## config.mk

```make
export PLATFORM = sky130hd
export DESIGN_NAME = fwa_div_stage
export DESIGN_NICKNAME = d
export VERILOG_FILES = /design/src/sv/fwa_div_stage.sv
export SDC_FILE = /design/constraint.sdc
export NUM_CORES = 2
export LEC_CHECK = 0
export ABC_AREA = 1
export BUFFER_PORTS_ARGS = -buffer_cell sky130_fd_sc_hd__clkbuf_2
export CAP_MARGIN = 40
export CORE_UTILIZATION = 35
export DETAILED_ROUTE_END_ITERATION = 10
export PLACE_DENSITY_LB_ADDON = 0.12
export SLEW_MARGIN = 15
export SYNTH_ARGS = -nofsm -noshare
export SYNTH_HDL_FRONTEND = slang
export SYNTH_SLANG_ARGS = --single-unit
```

## constraint.sdc

```tcl
create_clock -name vclk -period 26.5
set_clock_uncertainty 0.1 [all_clocks]
set_input_delay 2.65 -clock vclk [all_inputs]
set_output_delay 2.65 -clock vclk [all_outputs]
set_load 0.1 [all_outputs]
```

## src/sv/fwa_div_stage.sv

```systemverilog
// One stage of the restoring divider: STEPS quotient bits per stage.
// Depends on nothing but its parameters.
`default_nettype none
module fwa_div_stage #(
	parameter int unsigned W     = 64,
	parameter int unsigned STEPS = 8
) (
	input  wire logic [W-1:0] b,
	input  wire logic [W:0]   rem_in,
	input  wire logic [W-1:0] a_in,
	input  wire logic [W-1:0] q_in,
	output logic      [W:0]   rem_out,
	output logic      [W-1:0] a_out,
	output logic      [W-1:0] q_out
);
	always_comb begin
		logic [W:0]   r;
		logic [W-1:0] a;
		logic [W-1:0] q;
		logic [W+1:0] t;
		r = rem_in;
		a = a_in;
		q = q_in;
		for (int i = 0; i < STEPS; i++) begin
			t = {r, a[W-1]};
			a = {a[W-2:0], 1'b0};
			if (t >= {2'b00, b}) begin
				t = t - {2'b00, b};
				q = {q[W-2:0], 1'b1};
			end else begin
				q = {q[W-2:0], 1'b0};
			end
			r = t[W:0];
		end
		rem_out = r;
		a_out   = a;
		q_out   = q;
	end
endmodule
`default_nettype wire

```

==> run_results.csv <==
group,metric,value,unit
run_status,status,"complete, no violations",
cells_and_area,layout.nets,11400,
sta,setup_viol,0,
global_routing,grt_start_max_net_pins,42,
placement,pre_cts_slack,-2430,ps
drt,drt_iter0_markers,4826,
floorplan,start_util,35.3,%
yosys,syn-cell-area,39700,sq um
floorplan,core_area,112000,sq um
sta,setup_ws,524,ps
floorplan,rows,123,
cells_and_area,drive_gt1_share,42.1,%
cells_and_area,final_cell_mix,"buf_4 (3078), nand2_1 (1828), inv_1 (1001), a21oi_1 (605), nor2_1 (568)",
floorplan,pin_count,450,
placement,port_buffers,210,
cells_and_area,fillers,10600,
drt,first_pass_iters,6,
sta,grt_setup_unrepaired,"true",
setup_path,crit_path_end,"rem_out[17]",
yosys,ys_seq_area_share,0,%
sta,drv_slew,0,
cells_and_area,multiInputGateArea,39200,sq um
drt,vias,62600,
placement,dp.cells,12000,
yosys,postSynthCellCount,7473,
global_routing,grt_pass1_vias,58700,
drt,routed_wl,246,mm
clock_tree,ctsHoldBuffers,0,
setup_path,crit_path_end_kind,"primary output",
cells_and_area,clkbuf_count,0,
sta,max_freq,0.0385,GHz
global_routing,antenna_found_initial,20,
placement,hpwl,199,mm
job,maxCapViolCount,0,
floorplan,die_x,339,microns
drt,drc,0,
cells_and_area,layout_commonest_cell,"buf_4",
global_routing,track_usage,39.3,%
setup_path,crit_path_max_fanout,8,
sta,finalCritPeriodShare,98.0,%
setup_path,cp.required,23750,ps
floorplan,dieArea,115000,sq um
sta,finalCriticalPeriod,25980,ps
hold_path,min_path_type,"primary input to primary output",
setup_path,arrival,23230,ps
cells_and_area,seq_cells,0,
sta,holdWs,5200,ps
setup_path,slowest_stage,"fa_2",
setup_path,cp-start-kind,"primary input",
setup_path,crit_top_cell,"buf_4",
floorplan,die_h,339,microns
drt,wl_per_cell,20.2,microns
yosys,yosys_warnings,0,
cells_and_area,stdcell_count,12200,
cells_and_area,seq_area,0,sq um
sta,finalHoldViolCount,0,
sta,max_slew.worst_pin.slew,602,ps
global_routing,grt_pass1_wl,345,mm
yosys,avgSynthCellArea,5.32,sq um
placement,routabilityCongestion,1.03,
setup_path,critPathKind,"primary input to primary output",
sta,relSlewSlack,58.8,%
drt,vias_per_cell,5.15,
cells_and_area,area_delta_synth_final,85.0,%
setup_path,max_stage_delay,340,ps
drt,ant_nets,0,
global_routing,gr-total-overflow,0,
yosys,yosysUniqueCellTypes,61,
setup_path,crit_start,"b[47]",
==> area by class of cell <==
class | count | share of cell area, %
multi-input combinational | 6109 | 53.4
timing repair buffer | 3434 | 38.2
inverter | 1116 | 5.77
tap | 1500 | 2.55
antenna | 11 | 0.0375
timing repair inverter | 1 | 0.0153
==> synthesized netlist by cell type, types with 8 or more instances <==
cell,number,area (sq um)
nand2_1,2106,7910
inv_1,1059,3980
a21oi_1,745,3730
nor2_1,675,2530
o21ai_0,517,2590
ha_1,512,6410
nand3_1,454,2270
xnor2_1,243,2130
xor2_1,217,1900
buf_4,129,968
a31oi_1,88,551
o21a_1,69,518
clkbuf_1,66,248
nor3_1,65,325
a21o_1,53,398
inv_2,48,180
buf_2,47,235
o21bai_1,47,353
nand4_1,38,238
nor4_1,37,231
o211ai_1,21,158
or2_2,20,125
a21boi_0,19,143
nand3b_1,17,128
o221ai_1,17,149
a211oi_1,15,113
o21ai_1,15,75.1
nand2_2,11,68.8
a221oi_1,10,87.6
and3_1,10,62.6
clkinv_1,9,33.8
o31ai_1,9,67.6
fa_1,8,160
==> metal layers <==
layer | share of wire, % | routed length (microns) | vias to the layer above | global-route usage, %
li1 | - | - | 30900 | -
met4 | 9.8 | 24000 | 12 | 30.5
met3 | 6.4 | 15800 | 727 | 4.75
met1 | 38 | 94200 | 28800 | 45.0
met5 | 0.034 | 83 | - | 0
met2 | 45 | 112000 | 2262 | 66.3
==> what timing repair did <==
item / CTS / global route
resized for setup: 348 / 949
pin swaps: 52 / 212
endpoints found under the setup margin: 66 / 66
buffers inserted: 47 / 79
cloned: 8 / 28
==> per-stage QoR <==
step | TNS (ps) | utilization [%] | area [sq um]
after CTS | 0 | 60.5 | 68100
final | 0 | 65.3 | 73500
after floorplan | 0 | - | 40300
after global placement | -137950 | 59.0 | 66400
after detailed placement | -157170 | 59.0 | 66400
after global routing | -25420 | 65.3 | 73500
==> cell families (layout without fill, tap and decap cells) <==
| kind of cell | count (synthesis) | count (layout) | synth area share, % |
|---|---|---|---|
| AOI/OAI and AO/OA | 1661 | 1661 | 23.3 |
| other | 1 | 19 | 0.00944 |
| xor gates and xnor gates | 460 | 460 | 10.1 |
| and+or+nand+nor | 3459 | 3459 | 35.6 |
| adders and majority gates | 520 | 520 | 16.5 |
| muxes | 1 | 1 | 0.0252 |
| buffers and inverters | 1371 | 4551 | 14.4 |
==> critical path: cells and delay by family <==
family / cells / cell delay (ps)
AO/OA/AOI/OAI: 33 / 4430
XOR/XNOR: 1 / 120
adder cells (fa/ha/maj): 8 / 2140
buffers and inverters: 61 / 7780
AND/OR/NAND/NOR: 59 / 5980
==> how the worst min path moves through the flow <==
| stage | startpoint | endpoint | cells past startpoint | slack (ps) |
|---|---|---|---|---|
| global route | a_in[18] | a_out[26] | 0 | 5200 |
| CTS | a_in[6] | a_out[14] | 0 | 5200 |
| floorplan | a_in[2] | a_out[10] | 1 | 5410 |
| global placement | a_in[6] | a_out[14] | 0 | 5200 |
| finish | a_in[5] | a_out[13] | 0 | 5200 |
| detailed placement | a_in[6] | a_out[14] | 0 | 5200 |
